### config.mk
export PLATFORM = sky130hd
export DESIGN_NAME = rtt_bandwidth_estimator
export DESIGN_NICKNAME = d
export VERILOG_FILES = /design/src/rtl/rbe_pkg.sv /design/src/rtl/rtt_bandwidth_estimator.sv
export SDC_FILE = /design/constraint.sdc
export NUM_CORES = 2
export LEC_CHECK = 0
export BUFFER_PORTS_ARGS = -buffer_cell sky130_fd_sc_hd__buf_2
export CORE_UTILIZATION = 55
export DETAILED_ROUTE_END_ITERATION = 8
export PLACE_DENSITY = 0.73
export SLEW_MARGIN = 25
export SYNTH_ARGS = -nofsm -noshare
export SYNTH_HDL_FRONTEND = slang
export SYNTH_SLANG_ARGS = --single-unit
### constraint.sdc
create_clock -name aclk -period 31.1 [get_ports aclk]
set_input_delay 1.555 -clock aclk [delete_from_list [all_inputs] [get_ports aclk]]
set_output_delay 1.555 -clock aclk [all_outputs]
set_load 0.03 [all_outputs]
### src/rtl/rbe_pkg.sv
// Shared types, constants and the control program of the RTT and bandwidth estimator.
// Used by rtl/rtt_bandwidth_estimator.sv and rtl/rbe_checker.sv; depends on nothing.

package rbe_pkg;

    // Default depth of the RTT sample ring.
    localparam int WINDOW_DEPTH_DEF = 16;

    // Channel widths.
    localparam int S_TDATA_W   = 160;
    localparam int S_TUSER_W   = 3;
    localparam int M_TDATA_W   = 264;
    localparam int M_TUSER_W   = 1;
    localparam int CFG_INDEX_W = 8;
    localparam int CFG_DATA_W  = 32;

    // Register indexes on the configuration port.
    localparam logic [CFG_INDEX_W-1:0] CFG_WINDOW_LENGTH = 8'd0;
    localparam logic [CFG_INDEX_W-1:0] CFG_MIN_BURST     = 8'd1;

    // Register reset values.
    localparam logic [4:0]  WINDOW_LENGTH_RST = 5'd8;
    localparam logic [31:0] MIN_BURST_RST     = 32'd65536;

    localparam logic [31:0] MAX32     = 32'hFFFF_FFFF;
    localparam logic [41:0] MS_TO_US  = 42'd1000;
    localparam int          DIVIDEND_W = 35;
    localparam logic [5:0]  DIV_STEPS = 6'd35;

    // Sample kinds carried in s_tuser.
    typedef enum logic [1:0] {
        OP_RTT  = 2'd0,
        OP_BW   = 2'd1,
        OP_SYNC = 2'd2,
        OP_NONE = 2'd3
    } op_code_t;

    // Datapath operations selected by one control word.
    typedef enum logic [4:0] {
        UOP_WAIT,
        UOP_NOP,
        UOP_SAMPLE_SEL,
        UOP_RTT_DEV,
        UOP_JIT_A,
        UOP_JIT_B,
        UOP_AVG_A,
        UOP_RTT_COMMIT,
        UOP_BW_SYNC,
        UOP_DROP_TEST,
        UOP_DIV_INIT,
        UOP_DIV_STEP,
        UOP_DIV_DONE,
        UOP_BW_A,
        UOP_BW_COMMIT,
        UOP_SCAN_START,
        UOP_SCAN_READ,
        UOP_SCAN_STEP,
        UOP_EMIT
    } uop_t;

    // Jump conditions.
    typedef enum logic [3:0] {
        COND_NEVER,
        COND_ALWAYS,
        COND_NO_REQ,
        COND_OP_BW,
        COND_OP_NONE,
        COND_OP_RTT,
        COND_DROP,
        COND_DIV_MORE,
        COND_SPAN_ZERO,
        COND_SCAN_MORE
    } cond_t;

    localparam int PC_W = 5;

    typedef struct packed {
        uop_t             uop;
        cond_t            cond;
        logic [PC_W-1:0]  target;
    } ctrl_t;

    // Program labels.
    localparam logic [PC_W-1:0] PC_WAIT       = 5'd0;
    localparam logic [PC_W-1:0] PC_BW_CHECK   = 5'd11;
    localparam logic [PC_W-1:0] PC_DIV_STEP   = 5'd13;
    localparam logic [PC_W-1:0] PC_BW_A       = 5'd15;
    localparam logic [PC_W-1:0] PC_SCAN_START = 5'd17;
    localparam logic [PC_W-1:0] PC_SCAN_STEP  = 5'd19;
    localparam logic [PC_W-1:0] PC_EMIT       = 5'd20;

    // The control program. A taken condition loads the target, otherwise the
    // step counter advances by one.
    function automatic ctrl_t micro_rom(input logic [PC_W-1:0] pc);
        ctrl_t cw;
        cw = '{UOP_WAIT, COND_ALWAYS, PC_WAIT};
        unique case (pc)
            5'd0:  cw = '{UOP_WAIT,       COND_NO_REQ,    PC_WAIT};
            5'd1:  cw = '{UOP_NOP,        COND_OP_BW,     PC_BW_CHECK};
            5'd2:  cw = '{UOP_NOP,        COND_OP_NONE,   PC_SCAN_START};
            5'd3:  cw = '{UOP_SAMPLE_SEL, COND_NEVER,     PC_WAIT};
            5'd4:  cw = '{UOP_RTT_DEV,    COND_NEVER,     PC_WAIT};
            5'd5:  cw = '{UOP_JIT_A,      COND_NEVER,     PC_WAIT};
            5'd6:  cw = '{UOP_JIT_B,      COND_NEVER,     PC_WAIT};
            5'd7:  cw = '{UOP_AVG_A,      COND_NEVER,     PC_WAIT};
            5'd8:  cw = '{UOP_RTT_COMMIT, COND_NEVER,     PC_WAIT};
            5'd9:  cw = '{UOP_NOP,        COND_OP_RTT,    PC_SCAN_START};
            5'd10: cw = '{UOP_BW_SYNC,    COND_ALWAYS,    PC_BW_A};
            5'd11: cw = '{UOP_DROP_TEST,  COND_DROP,      PC_SCAN_START};
            5'd12: cw = '{UOP_DIV_INIT,   COND_NEVER,     PC_WAIT};
            5'd13: cw = '{UOP_DIV_STEP,   COND_DIV_MORE,  PC_DIV_STEP};
            5'd14: cw = '{UOP_DIV_DONE,   COND_NEVER,     PC_WAIT};
            5'd15: cw = '{UOP_BW_A,       COND_NEVER,     PC_WAIT};
            5'd16: cw = '{UOP_BW_COMMIT,  COND_NEVER,     PC_WAIT};
            5'd17: cw = '{UOP_SCAN_START, COND_SPAN_ZERO, PC_EMIT};
            5'd18: cw = '{UOP_SCAN_READ,  COND_NEVER,     PC_WAIT};
            5'd19: cw = '{UOP_SCAN_STEP,  COND_SCAN_MORE, PC_SCAN_STEP};
            5'd20: cw = '{UOP_EMIT,       COND_ALWAYS,    PC_WAIT};
            default: cw = '{UOP_WAIT, COND_ALWAYS, PC_WAIT};
        endcase
        return cw;
    endfunction

endpackage

### src/rtl/rtt_bandwidth_estimator.sv
// Top level of the RTT and bandwidth link-quality estimator, a microcoded sequencer.
// Depends on rtl/rbe_pkg.sv for types, constants and the control program.
//
//  Channel   Dir  Handshake          Payload
//  s_        in   s_tvalid/s_tready  s_tdata: rtt_sample_us, burst_bytes, burst_ms,
//                                    sync_rtt_ms, sync_kbps;
//                                    s_tuser: op, connect_flag
//  m_        out  m_tvalid/m_tready  m_tdata: full estimate; m_tuser: accepted
//  cfg_      in   cfg_valid/cfg_ready cfg_index, cfg_data (window_length, burst_floor)
//
// RTT samples update the RTT estimate; sync items update both estimates; bandwidth results
// run a 35-step restoring divider; dropped results and unused ops skip the updates. Every
// request then scans n window entries (one ring read per cycle); with n = 0 the read step is
// skipped. Reset is synchronous, active low, no ring clear.
// The next request is taken once the previous result is in the output register; a stalled
// output holds the sequencer in its final step.

module rtt_bandwidth_estimator #(
    parameter int WINDOW_DEPTH = rbe_pkg::WINDOW_DEPTH_DEF
) (
    input  logic                              aclk,
    input  logic                              aresetn,
    // Input requests.
    input  logic                              s_tvalid,
    output logic                              s_tready,
    // From bit 0: rtt_sample_us[31:0], burst_bytes[63:32], burst_ms[95:64],
    // sync_rtt_ms[127:96], sync_kbps[159:128].
    input  logic [rbe_pkg::S_TDATA_W-1:0]     s_tdata,
    // From bit 0: op[1:0], connect_flag[2].
    input  logic [rbe_pkg::S_TUSER_W-1:0]     s_tuser,
    // Results.
    output logic                              m_tvalid,
    input  logic                              m_tready,
    // From bit 0: avg_rtt_us[31:0], jitter_us[63:32], window_min_us[95:64],
    // newest_rtt_us[127:96], rtt_valid[128], rtt_sample_count[160:129],
    // bw_estimate_kbps[192:161], newest_bw_kbps[224:193], bandwidth_valid[225],
    // bandwidth_sample_count[257:226], zero fill[263:258].
    output logic [rbe_pkg::M_TDATA_W-1:0]     m_tdata,
    // From bit 0: accepted[0].
    output logic [rbe_pkg::M_TUSER_W-1:0]     m_tuser,
    // Configuration writes.
    input  logic                              cfg_valid,
    output logic                              cfg_ready,
    input  logic [rbe_pkg::CFG_INDEX_W-1:0]   cfg_index,
    input  logic [rbe_pkg::CFG_DATA_W-1:0]    cfg_data
);

    // Ring address, fill count and span compare widths.
    localparam int AW = (WINDOW_DEPTH > 1) ? $clog2(WINDOW_DEPTH) : 1;
    localparam int FW = $clog2(WINDOW_DEPTH + 1);
    localparam int CW = (FW > 5) ? FW : 5;
    localparam logic [AW-1:0] RING_LAST = AW'(WINDOW_DEPTH - 1);
    localparam logic [FW-1:0] RING_FULL = FW'(WINDOW_DEPTH);
    localparam int DW = rbe_pkg::DIVIDEND_W;

    // Sequencer.
    logic [rbe_pkg::PC_W-1:0] pc_reg, pc_next;
    rbe_pkg::ctrl_t           cw;
    logic                     take_jump;
    logic                     emit_stall;
    logic                     s_fire;

    // Configuration.
    logic [4:0]  wl_reg;
    logic [31:0] mbb_reg;

    // Captured request.
    rbe_pkg::op_code_t op_reg;
    logic              ct_reg;
    logic [31:0]       rtt_us_reg;
    logic [31:0]       bytes_reg;
    logic [31:0]       delta_reg;
    logic [31:0]       sync_ms_reg;
    logic [31:0]       sync_kbps_reg;
    logic              accepted_reg;

    // Estimator state.
    logic [31:0]   rtt_avg_reg;
    logic [31:0]   rtt_jit_reg;
    logic          rtt_seen_reg;
    logic [31:0]   rtt_latest_reg;
    logic [31:0]   rtt_count_reg;
    logic [AW-1:0] head_reg;
    logic [FW-1:0] fill_reg;
    logic [31:0]   bw_est_reg;
    logic          bw_seen_reg;
    logic [31:0]   bw_latest_reg;
    logic [31:0]   bw_count_reg;

    // Datapath scratch registers.
    logic [31:0]   dev_reg;
    logic [DW-1:0] acc_reg;
    logic [31:0]   kb_reg;
    logic [31:0]   rem_reg;
    logic [DW-1:0] quo_reg;
    logic [31:0]   divisor_reg;
    logic [5:0]    div_cnt_reg;
    logic [AW-1:0] ptr_reg;
    logic [FW-1:0] scan_cnt_reg;
    logic [31:0]   best_reg;
    logic          first_reg;
    logic [31:0]   rd_data_reg;

    // Output register.
    logic                          m_tvalid_reg;
    logic [rbe_pkg::M_TDATA_W-1:0] m_tdata_reg;
    logic [rbe_pkg::M_TUSER_W-1:0] m_tuser_reg;

    // Sample ring; entries are only read after they have been written.
    logic [31:0] ring_mem [WINDOW_DEPTH];

    // Combinational helpers.
    logic [41:0]   sync_prod;
    logic          drop;
    logic [32:0]   rem_shift;
    logic          div_ge;
    logic [32:0]   rem_diff;
    logic [CW-1:0] span_wide;
    logic [FW-1:0] span;
    logic [AW-1:0] head_prev;
    logic [AW-1:0] ptr_prev;
    logic [DW-1:0] jit_sum;
    logic [DW-1:0] avg_sum;
    logic [32:0]   bw_half_sum;
    logic [DW-1:0] bw_qtr_sum;

    assign cw         = rbe_pkg::micro_rom(pc_reg);
    assign s_tready   = aresetn && (cw.uop == rbe_pkg::UOP_WAIT);
    assign s_fire     = s_tvalid && s_tready;
    assign cfg_ready  = aresetn;
    assign emit_stall = (cw.uop == rbe_pkg::UOP_EMIT) && m_tvalid_reg && !m_tready;

    assign m_tvalid = m_tvalid_reg;
    assign m_tdata  = m_tdata_reg;
    assign m_tuser  = m_tuser_reg;

    // Sync RTT arrives in milliseconds and saturates after scaling to microseconds.
    assign sync_prod = {10'd0, sync_ms_reg} * rbe_pkg::MS_TO_US;

    // Continuous results below half the burst size are ignored.
    assign drop = !ct_reg && (bytes_reg < (mbb_reg >> 1));

    // One restoring division step: shift in the next dividend bit and try to subtract.
    assign rem_shift = {rem_reg, quo_reg[DW-1]};
    assign div_ge    = rem_shift >= {1'b0, divisor_reg};
    assign rem_diff  = rem_shift - {1'b0, divisor_reg};

    // The span is the configured window length, forced into 1..WINDOW_DEPTH, and
    // limited to the number of samples taken so far.
    always_comb begin
        span_wide = (wl_reg == 5'd0) ? CW'(1) : CW'(wl_reg);
        if (span_wide > CW'(WINDOW_DEPTH)) begin
            span_wide = CW'(WINDOW_DEPTH);
        end
        if (span_wide > CW'(fill_reg)) begin
            span_wide = CW'(fill_reg);
        end
        span = span_wide[FW-1:0];
    end

    // The ring walks backward from the newest sample.
    assign head_prev = (head_reg == '0) ? RING_LAST : head_reg - AW'(1);
    assign ptr_prev  = (ptr_reg == '0) ? RING_LAST : ptr_reg - AW'(1);

    // Weighted sums; acc_reg holds the 3x or 7x term computed in the step before.
    assign jit_sum     = acc_reg + DW'(dev_reg);
    assign avg_sum     = acc_reg + DW'(rtt_us_reg);
    assign bw_half_sum = {1'b0, bw_est_reg} + {1'b0, kb_reg};
    assign bw_qtr_sum  = acc_reg + DW'(kb_reg);

    // Jump decision.
    always_comb begin
        unique case (cw.cond)
            rbe_pkg::COND_NEVER:     take_jump = 1'b0;
            rbe_pkg::COND_ALWAYS:    take_jump = 1'b1;
            rbe_pkg::COND_NO_REQ:    take_jump = !s_fire;
            rbe_pkg::COND_OP_BW:     take_jump = (op_reg == rbe_pkg::OP_BW);
            rbe_pkg::COND_OP_NONE:   take_jump = (op_reg == rbe_pkg::OP_NONE);
            rbe_pkg::COND_OP_RTT:    take_jump = (op_reg == rbe_pkg::OP_RTT);
            rbe_pkg::COND_DROP:      take_jump = drop;
            rbe_pkg::COND_DIV_MORE:  take_jump = (div_cnt_reg != 6'd1);
            rbe_pkg::COND_SPAN_ZERO: take_jump = (span == '0);
            rbe_pkg::COND_SCAN_MORE: take_jump = (scan_cnt_reg != FW'(1));
            default:                 take_jump = 1'b0;
        endcase
        if (emit_stall) begin
            pc_next = pc_reg;
        end else if (take_jump) begin
            pc_next = cw.target;
        end else begin
            pc_next = pc_reg + rbe_pkg::PC_W'(1);
        end
    end

    // Ring write on an RTT commit, registered read while scanning.
    always_ff @(posedge aclk) begin
        if (cw.uop == rbe_pkg::UOP_RTT_COMMIT) begin
            ring_mem[head_reg] <= rtt_us_reg;
        end
        if ((cw.uop == rbe_pkg::UOP_SCAN_READ) || (cw.uop == rbe_pkg::UOP_SCAN_STEP)) begin
            rd_data_reg <= ring_mem[ptr_reg];
        end
    end

    // Sequencer, configuration and datapath.
    always_ff @(posedge aclk) begin
        if (!aresetn) begin
            pc_reg         <= rbe_pkg::PC_WAIT;
            wl_reg         <= rbe_pkg::WINDOW_LENGTH_RST;
            mbb_reg        <= rbe_pkg::MIN_BURST_RST;
            rtt_avg_reg    <= '0;
            rtt_jit_reg    <= '0;
            rtt_seen_reg   <= 1'b0;
            rtt_latest_reg <= '0;
            rtt_count_reg  <= '0;
            head_reg       <= '0;
            fill_reg       <= '0;
            bw_est_reg     <= '0;
            bw_seen_reg    <= 1'b0;
            bw_latest_reg  <= '0;
            bw_count_reg   <= '0;
            m_tvalid_reg   <= 1'b0;
        end else begin
            pc_reg <= pc_next;

            if (cfg_valid && cfg_ready) begin
                if (cfg_index == rbe_pkg::CFG_WINDOW_LENGTH) begin
                    wl_reg <= cfg_data[4:0];
                end else if (cfg_index == rbe_pkg::CFG_MIN_BURST) begin
                    mbb_reg <= cfg_data;
                end
            end

            // A result is loaded when the final step runs unstalled; a taken result clears.
            if ((cw.uop == rbe_pkg::UOP_EMIT) && !emit_stall) begin
                m_tvalid_reg <= 1'b1;
            end else if (m_tvalid_reg && m_tready) begin
                m_tvalid_reg <= 1'b0;
            end

            case (cw.uop)
                rbe_pkg::UOP_WAIT: begin
                    if (s_fire) begin
                        op_reg        <= rbe_pkg::op_code_t'(s_tuser[1:0]);
                        ct_reg        <= s_tuser[2];
                        rtt_us_reg    <= s_tdata[31:0];
                        bytes_reg     <= s_tdata[63:32];
                        delta_reg     <= s_tdata[95:64];
                        sync_ms_reg   <= s_tdata[127:96];
                        sync_kbps_reg <= s_tdata[159:128];
                        accepted_reg  <= (s_tuser[1:0] != rbe_pkg::OP_NONE);
                    end
                end
                rbe_pkg::UOP_SAMPLE_SEL: begin
                    if (op_reg == rbe_pkg::OP_SYNC) begin
                        rtt_us_reg <= (sync_prod[41:32] != 10'd0) ? rbe_pkg::MAX32
                                                                 : sync_prod[31:0];
                    end
                end
                rbe_pkg::UOP_RTT_DEV: begin
                    dev_reg <= (rtt_us_reg > rtt_avg_reg) ? rtt_us_reg - rtt_avg_reg
                                                          : rtt_avg_reg - rtt_us_reg;
                end
                rbe_pkg::UOP_JIT_A: begin
                    acc_reg <= DW'(rtt_jit_reg) + DW'({rtt_jit_reg, 1'b0});
                end
                rbe_pkg::UOP_JIT_B: begin
                    // The first sample seeds the jitter with half of itself.
                    rtt_jit_reg <= rtt_seen_reg ? jit_sum[33:2] : {1'b0, rtt_us_reg[31:1]};
                end
                rbe_pkg::UOP_AVG_A: begin
                    acc_reg <= {rtt_avg_reg, 3'b000} - DW'(rtt_avg_reg);
                end
                rbe_pkg::UOP_RTT_COMMIT: begin
                    rtt_avg_reg    <= rtt_seen_reg ? avg_sum[DW-1:3] : rtt_us_reg;
                    rtt_seen_reg   <= 1'b1;
                    rtt_latest_reg <= rtt_us_reg;
                    head_reg       <= (head_reg == RING_LAST) ? '0 : head_reg + AW'(1);
                    if (fill_reg != RING_FULL) begin
                        fill_reg <= fill_reg + FW'(1);
                    end
                    if (rtt_count_reg != rbe_pkg::MAX32) begin
                        rtt_count_reg <= rtt_count_reg + 32'd1;
                    end
                end
                rbe_pkg::UOP_BW_SYNC: begin
                    kb_reg <= sync_kbps_reg;
                end
                rbe_pkg::UOP_DROP_TEST: begin
                    if (drop) begin
                        accepted_reg <= 1'b0;
                    end
                end
                rbe_pkg::UOP_DIV_INIT: begin
                    rem_reg     <= '0;
                    quo_reg     <= {bytes_reg, 3'b000};
                    divisor_reg <= (delta_reg == 32'd0) ? 32'd1 : delta_reg;
                    div_cnt_reg <= rbe_pkg::DIV_STEPS;
                end
                rbe_pkg::UOP_DIV_STEP: begin
                    rem_reg     <= div_ge ? rem_diff[31:0] : rem_shift[31:0];
                    quo_reg     <= {quo_reg[DW-2:0], div_ge};
                    div_cnt_reg <= div_cnt_reg - 6'd1;
                end
                rbe_pkg::UOP_DIV_DONE: begin
                    kb_reg <= (quo_reg[DW-1:32] != '0) ? rbe_pkg::MAX32 : quo_reg[31:0];
                end
                rbe_pkg::UOP_BW_A: begin
                    acc_reg <= DW'(bw_est_reg) + DW'({bw_est_reg, 1'b0});
                end
                rbe_pkg::UOP_BW_COMMIT: begin
                    // Falls fast toward a lower sample, rises slowly toward a higher one.
                    bw_latest_reg <= kb_reg;
                    if (!bw_seen_reg) begin
                        bw_est_reg <= kb_reg;
                    end else if (kb_reg < bw_est_reg) begin
                        bw_est_reg <= bw_half_sum[32:1];
                    end else begin
                        bw_est_reg <= bw_qtr_sum[33:2];
                    end
                    bw_seen_reg <= 1'b1;
                    if (bw_count_reg != rbe_pkg::MAX32) begin
                        bw_count_reg <= bw_count_reg + 32'd1;
                    end
                end
                rbe_pkg::UOP_SCAN_START: begin
                    ptr_reg      <= head_prev;
                    scan_cnt_reg <= span;
                    best_reg     <= '0;
                    first_reg    <= 1'b1;
                end
                rbe_pkg::UOP_SCAN_READ: begin
                    ptr_reg <= ptr_prev;
                end
                rbe_pkg::UOP_SCAN_STEP: begin
                    if (first_reg || (rd_data_reg < best_reg)) begin
                        best_reg <= rd_data_reg;
                    end
                    first_reg    <= 1'b0;
                    ptr_reg      <= ptr_prev;
                    scan_cnt_reg <= scan_cnt_reg - FW'(1);
                end
                rbe_pkg::UOP_EMIT: begin
                    if (!emit_stall) begin
                        m_tdata_reg  <= {6'd0, bw_count_reg, bw_seen_reg, bw_latest_reg,
                                         bw_est_reg, rtt_count_reg, rtt_seen_reg,
                                         rtt_latest_reg, best_reg, rtt_jit_reg, rtt_avg_reg};
                        m_tuser_reg  <= accepted_reg;
                    end
                end
                default: begin
                end
            endcase
        end
    end

endmodule

### Word level (Yosys, flattened, before mapping)

Memory sizes are Yosys's and may differ from the RTL's. A register that Yosys moved wholly into a read port is not among the register bits.
Cells that the tools add are included.

* word-level logic and storage cells: 196
* bits in read-only memories: 448
* RAM bits: 512
* output and inout port bits: 268
* register bits after elaboration: 947
* memories: 2

Memory list
* ring_mem: words 16, width 32, rd ports 1, clocked after memory_dff 1, write ports 1, RTL line rtt_bandwidth_estimator.sv:110 `logic [31:0] ring_mem [WINDOW_DEPTH];`
* (no name shown): words 32, width 14, rd ports 1, clocked after memory_dff 1, write ports 0, RTL line rbe_pkg.sv:97 `unique case (pc)`

* bitwise operators: 2
* eq/ne operators: 41
* $lt $le $gt $ge: 7
* add/sub/neg operators: 19
* muxes and demuxes: 38
* reductions and logical operators: 50
* multipliers: 1

Operator list (number)
* 2-to-1 mux 32 bit: 11
* case mux 32 bit (2 select lines): 4
* case mux 35 bit (3 select lines): 1
* subtractor 32 bit: 3
* case mux 35 bit (2 select lines): 1
* adder 32 x 33 -> 34 bit: 2
* adder 34 x 32 -> 34 bit: 2
* adder 32 x 1 -> 32 bit, second input constant: 2
* less-than comparator 32 bit: 2
* != test 32 bit, second input constant: 2
* == test 5 x 4 -> 1 bit, second input constant: 8
* multiplier 32 x 7 -> 39 bit, second input constant: 1
* adder 35 x 32 -> 35 bit: 1
* subtractor 35 x 32 -> 35 bit: 1
* adder 32 x 32 -> 33 bit: 1
* >= comparator 33 x 32 -> 1 bit: 1
* greater-than comparator 32 bit: 1
* zero test 32 bit: 1
* less-than comparator 32 x 31 -> 1 bit: 1
* 2-to-1 mux 5 bit: 6
* AND reduction 2 bit: 11
* == test 5 x 3 -> 1 bit, second input constant: 4
* == test 4 x 3 -> 1 bit, second input constant: 4
* == test 5 bit, second input constant: 3
* 40 further kinds: 84

### Longest topological paths before layout

* depth after elaboration: 11
* depth in mapped cells: 21
* depth with buffers taken out: 20

### Least setup slack after synthesis

No wires, ideal clock.

* path kind: input-to-reg
* start: input port aresetn
* end: register m_tdata_reg (netlist bit m_tdata[0]) (enable)
* data required time: 30.217 ns
* buffers on the path: 4
* path slack: 16.652 ns
* arrival time: 13.565 ns
* stages: 6
* path through: clkbuf_1 -> clkbuf_1 -> clkbuf_1 -> clkbuf_1 -> nand2_1 -> nor2_1

* word-level cells in the longest chain between the ends: 1

RTL lines
* from (decl): RTL line rtt_bandwidth_estimator.sv:22 `input logic aresetn,`
* AND reduction 3 bit (no line)
* to (signal assigned): RTL line rtt_bandwidth_estimator.sv:345 `m_tdata_reg <= {6'd0, bw_count_reg, bw_seen_reg, bw_latest_reg,`
* to (decl): RTL line rtt_bandwidth_estimator.sv:106 `logic [rbe_pkg::M_TDATA_W-1:0] m_tdata_reg;`

Every way passes these cells.
A chain may end at the register's enable or synchronous reset.

### Worst setup path in the final report

* start: register sync_ms_reg[2]
* end: register rtt_us_reg[4] (data pin)

* word-level cells in the longest chain between the ends: 5

RTL lines
* from (decl): RTL line rtt_bandwidth_estimator.sv:73 `logic [31:0] sync_ms_reg;`
* from (signal assigned): RTL line rtt_bandwidth_estimator.sv:249 `sync_ms_reg <= s_tdata[127:96];`
* multiplier 32 x 7 -> 39 bit: RTL line rtt_bandwidth_estimator.sv:138 `assign sync_prod = {10'd0, sync_ms_reg} * rbe_pkg::MS_TO_US;`
* nonzero test 10 bit: RTL line rtt_bandwidth_estimator.sv:256 `rtt_us_reg <= (sync_prod[41:32] != 10'd0) ? rbe_pkg::MAX32`
* 2-to-1 mux 32 bit: RTL line rtt_bandwidth_estimator.sv:256
* 2-to-1 mux 32 bit: RTL line rtt_bandwidth_estimator.sv:255 `if (op_reg == rbe_pkg::OP_SYNC) begin`
* case mux 32 bit (2 select lines): RTL line rtt_bandwidth_estimator.sv:241 `case (cw.uop)`
* to (signal assigned): RTL line rtt_bandwidth_estimator.sv:246 `rtt_us_reg <= s_tdata[31:0];`
* to (signal assigned): RTL line rtt_bandwidth_estimator.sv:256
* to (decl): RTL line rtt_bandwidth_estimator.sv:70 `logic [31:0] rtt_us_reg;`

Every way passes these cells. The select of a mux whose other input is x is not followed.

==> results.txt <==
On the final layout, the worst clock skew is 28.76 ps. The average wire per cell in the routed design is 22.81 µm. The hold violation count in the final report was 0.

The final critical-path share of the clock period came out at between 20% and 30%. The area after detailed placement is 0.08344 mm². The clock period minus final worst setup slack is 6921 ps.

The clock-pin slew on the worst setup and hold paths is approximately 60 ps. The cell that appears most often on the critical path is sky130_fd_sc_hd__fa_1. The fmax came out at 0.1445 GHz. The worst-case reg-to-reg path depth came out at 19. A synthesized cell averages 11.48 µm². The total power density per cell area came out at 73.32 mW/mm².

In this design, the stage delay of the slowest critical-path cell is 660 ps. The required time reported for the critical path endpoint is 31650 ps. The first detailed-routing pass took 6 iterations. The number of nets with antenna violations after detailed routing is 0. The number of global-route vias before repair came out at about 55000. The number of register bits inferred by synthesis is about 1500. Global routing used about 29% of the available tracks across all layers. The count of cell types in the netlist came out at 101. The violation count after the first detailed-route iteration is 4882. The fraction of final layout cells sized beyond drive strength 1 came out at 13.01%.

The max-slew violation count was 0. The worst setup path is of the flop to flop kind. The final cell utilization of the core came out at between 60% and 70%. At the pin with the least slew margin, the transition time is 1134 ps. The total negative setup slack is 0 ps. Wires add up to 213000 µm. The clock sink count is 1504. The proportion of netlist area held by the largest area contributor is a little under half. The wire length of the first global-routing pass is 320900 µm. For this configuration, the core starts out at a cell density of between 50% and 60%. The worst supply voltage drop on vdd came out at 0.09640 mV.

Once layout is done, the placed cells without fillers occupy roughly 0.089 mm². Setup slack on the worst reg-to-reg path comes out at 24180 ps. The worst flop-to-flop path startpoint is sync_ms_reg[2]. After synthesis, the cell types taking the most area are sky130_fd_sc_hd__edfxtp_1, sky130_fd_sc_hd__ha_1, sky130_fd_sc_hd__dfxtp_1.

The post-synthesis sequential area ratio came out at 53.58%. The startpoint identified for the worst hold timing path is rtt_latest_reg[13]. The number of gates given a new drive strength after cts came out at 0. The leakage power is 34.91 nW.

The relative area change from synthesis to final layout is 12.54%. The routability congestion estimate from global placement came out at about 0.94. The maximum number of pins on one net before global-route repair came out at 102. The worst hold path class is flop to flop.

The core box area is between 0.1 and 0.15 mm². The relative slew slack is 23.63%. The routed layout has 55810 vias. The floorplan row count came out at 138. The number of synthesis warnings came out at 0. The number of enable-type register cells in the synthesized netlist came out at 1213. The die is 380.6 µm wide. The async set-reset flop share out of synthesis is 0%. The flow ran to the end, and the final reports show no timing, DRC or antenna violations.

The post-cts hold buffer count came out at 0. TritonCTS built the clock tree. The post-synthesis instance area came out at 0.07885 mm². The final-layout worst hold slack came out at 430.6 ps. The die covers approximately 0.14 mm². The average vias per placed instance is 5.975. The endpoint identified for the worst register-to-register timing path is rtt_us_reg[4]. The worst setup path is launched from a flop. Along the worst path, the maximum fanout reaches 19. After global routing the overflow that remains totals 0. Setup repair after global routing left no endpoint under its margin.

For this run, the leading register cell type out of synthesis is sky130_fd_sc_hd__edfxtp_1. The endpoint of the worst hold-timing path is m_tdata[109]. The boundary pin count is 476. The total of endpoints with negative setup slack in the final report came out at 0. The max-capacitance violation count is 0. The gate count after technology mapping came out at just under 7000. The number of buffers inserted by post-CTS setup repair came out at 0. The number of port buffers came out at 469. The number of antenna violations at the first check in global routing came out at 9.

On the critical path, the stage with the largest delay is an instance of sky130_fd_sc_hd__a2111oi_0. The deepest level of the CTS H-tree is 4. The estimated wirelength of the detail-placed design is ~150000 µm. For this run, design rule violations remaining after detail routing come to 0.

The number of buffers created by CTS is 157. The register with the most flip-flops in the layout has 512 of them. The y dimension of the die is 380.6 µm. The largest total area in the synthesized netlist belongs to sky130_fd_sc_hd__edfxtp_1. The final-stage net count is 8163. The element type at the critical path end is a flop.

The clock latency reported for the late side of the worst-skew pair is 810 ps. The longest clock path from root to sink contains 3 buffers. Walking the worst path, the cells encountered are inv_1, fa_1, fa_1, fa_1, inv_1, fa_1, ha_1, o21a_1, o21a_1, a211oi_1, o311ai_1, a2111o_1, a31oi_1, o311ai_1, mux2i_1, a2111oi_0, o31ai_4, buf_6, o22a_1. STA puts the critical path data arrival time at between 7000 and 8000 ps. In this run the clock root is driven by a sky130_fd_sc_hd__clkbuf_16. The worst hold path passes through 0 cells.
-- metal layers --
metal | track usage [%] | up-vias | routed length, µm
met5 | 0 | - | 13
met4 | 14.15 | 2 | 10940
met3 | 4.728 | 483 | 14480
met2 | 48.96 | 2123 | 103000
met1 | 36.15 | 27183 | 84580
li1 | - | 26019 | -
-- cells in the final DEF, fill, tap and decap left out, drive strengths merged, types with 45 or more instances in the layout --
cell type  count
edfxtp      1213
nand2        674
buf          567
ha           516
a21oi        515
inv          488
nor2         450
o21ai        320
dfxtp        291
clkbuf       205
mux2i        187
xnor2        174
a21o         161
xor2         144
fa           124
nand3        109
nor3          96
a31oi         70
a211oi        69
nand2b        66
mux4          64
and2          63
clkinv        60
nand4         58
o21bai        54
nor2b         54
o21a          54
and3          52
a22oi         51
or3           46
a221oi        45
-- cell type report --
type	instances	area [µm²]
fill	11195	53190
sequential	1504	42250
multi-input combinational	4603	33900
clock buffer	205	4314
timing repair buffer	567	3157
tap	1890	2365
inverter	482	1817
clock inverter	88	928.4
antenna	1	2.502
-- power by group --
part           internal (mW)  switching [mW]
Clock                   1.08           0.820
Combinational          0.935            1.30
Sequential              2.29          0.0841
Total                   4.30            2.20
-- cells by family (layout without fill, tap and decap cells) --
logic type               after synthesis  count (layout)  share of synthesized area [%]
multiplexers                         256             256                          4.273
other                                  1               7                       0.004756
flip-flops                          1504            1504                          53.58
XOR/XNOR                             318             318                          3.532
buffers and inverters                767            1342                          3.748
AND/OR/NAND/NOR                     1750            1750                          10.15
adder cells (fa/ha/maj)              640             640                          11.34
AO/OA/AOI/OAI                       1633            1633                          13.38
-- synthesized netlist by cell type (12+ instances only) --
cell type	count
sky130_fd_sc_hd__o21ai_0	313
sky130_fd_sc_hd__inv_1	479
sky130_fd_sc_hd__a2111oi_0	12
sky130_fd_sc_hd__nor4_1	24
sky130_fd_sc_hd__nand3_1	109
sky130_fd_sc_hd__o21bai_1	54
sky130_fd_sc_hd__nor2_1	449
sky130_fd_sc_hd__o21a_1	54
sky130_fd_sc_hd__dfxtp_1	291
sky130_fd_sc_hd__a22oi_1	51
sky130_fd_sc_hd__fa_1	124
sky130_fd_sc_hd__edfxtp_1	1213
sky130_fd_sc_hd__and3_1	52
sky130_fd_sc_hd__ha_1	516
sky130_fd_sc_hd__a21oi_1	514
sky130_fd_sc_hd__o31ai_1	28
sky130_fd_sc_hd__mux4_2	64
sky130_fd_sc_hd__a21o_1	161
sky130_fd_sc_hd__nand4_1	58
sky130_fd_sc_hd__o22a_1	29
sky130_fd_sc_hd__a211o_1	13
sky130_fd_sc_hd__and2_1	61
sky130_fd_sc_hd__a211oi_1	69
sky130_fd_sc_hd__clkbuf_1	223
sky130_fd_sc_hd__o211ai_1	32
sky130_fd_sc_hd__o31a_1	15
sky130_fd_sc_hd__buf_1	29
sky130_fd_sc_hd__xor2_1	144
sky130_fd_sc_hd__mux2i_1	187
sky130_fd_sc_hd__nor3_1	96
sky130_fd_sc_hd__xnor2_1	174
sky130_fd_sc_hd__o22ai_1	19
sky130_fd_sc_hd__buf_2	22
sky130_fd_sc_hd__a221oi_1	43
sky130_fd_sc_hd__nand2_1	674
sky130_fd_sc_hd__a31oi_1	69
sky130_fd_sc_hd__or3_1	45
sky130_fd_sc_hd__nor2b_1	54
sky130_fd_sc_hd__nand2b_1	66
-- how the worst max path moves through the flow --
stage                   start        endpoint  slack, ps  depth (start not counted)
2_1_floorplan         aresetn      m_tdata[0]      16650                          6
3_3_place_gp   sync_ms_reg[2]   rtt_us_reg[4]      24300                         18
3_5_place_dp   sync_ms_reg[4]  rtt_us_reg[10]      24280                         19
4_1_cts        sync_ms_reg[4]   rtt_us_reg[4]      24220                         19
5_1_grt        sync_ms_reg[7]  rtt_us_reg[18]      23890                         19
6_report       sync_ms_reg[2]   rtt_us_reg[4]      24180                         19
-- critical path: cells and delay by family (launching register included) --
family	cells	cell delay, ps
adder cells (fa/ha/maj)	5	2350
buffers and inverters	3	460
multiplexers	1	140
flip-flops	1	480
AO/OA/AOI/OAI	10	3220
-- metrics by stage --
step / total power, mW / instances / worst slack (ps)
2_1_floorplan: 4.098 / 6874 / 16650
3_3_place_gp: 4.592 / 9041 / 24300
3_5_place_dp: 4.617 / 9043 / 24280
4_1_cts: 6.519 / 9336 / 24220
5_1_grt: 6.893 / 9339 / 23890
6_report: 6.506 / 9340 / 24180
Power figures use the tool's default switching activity.
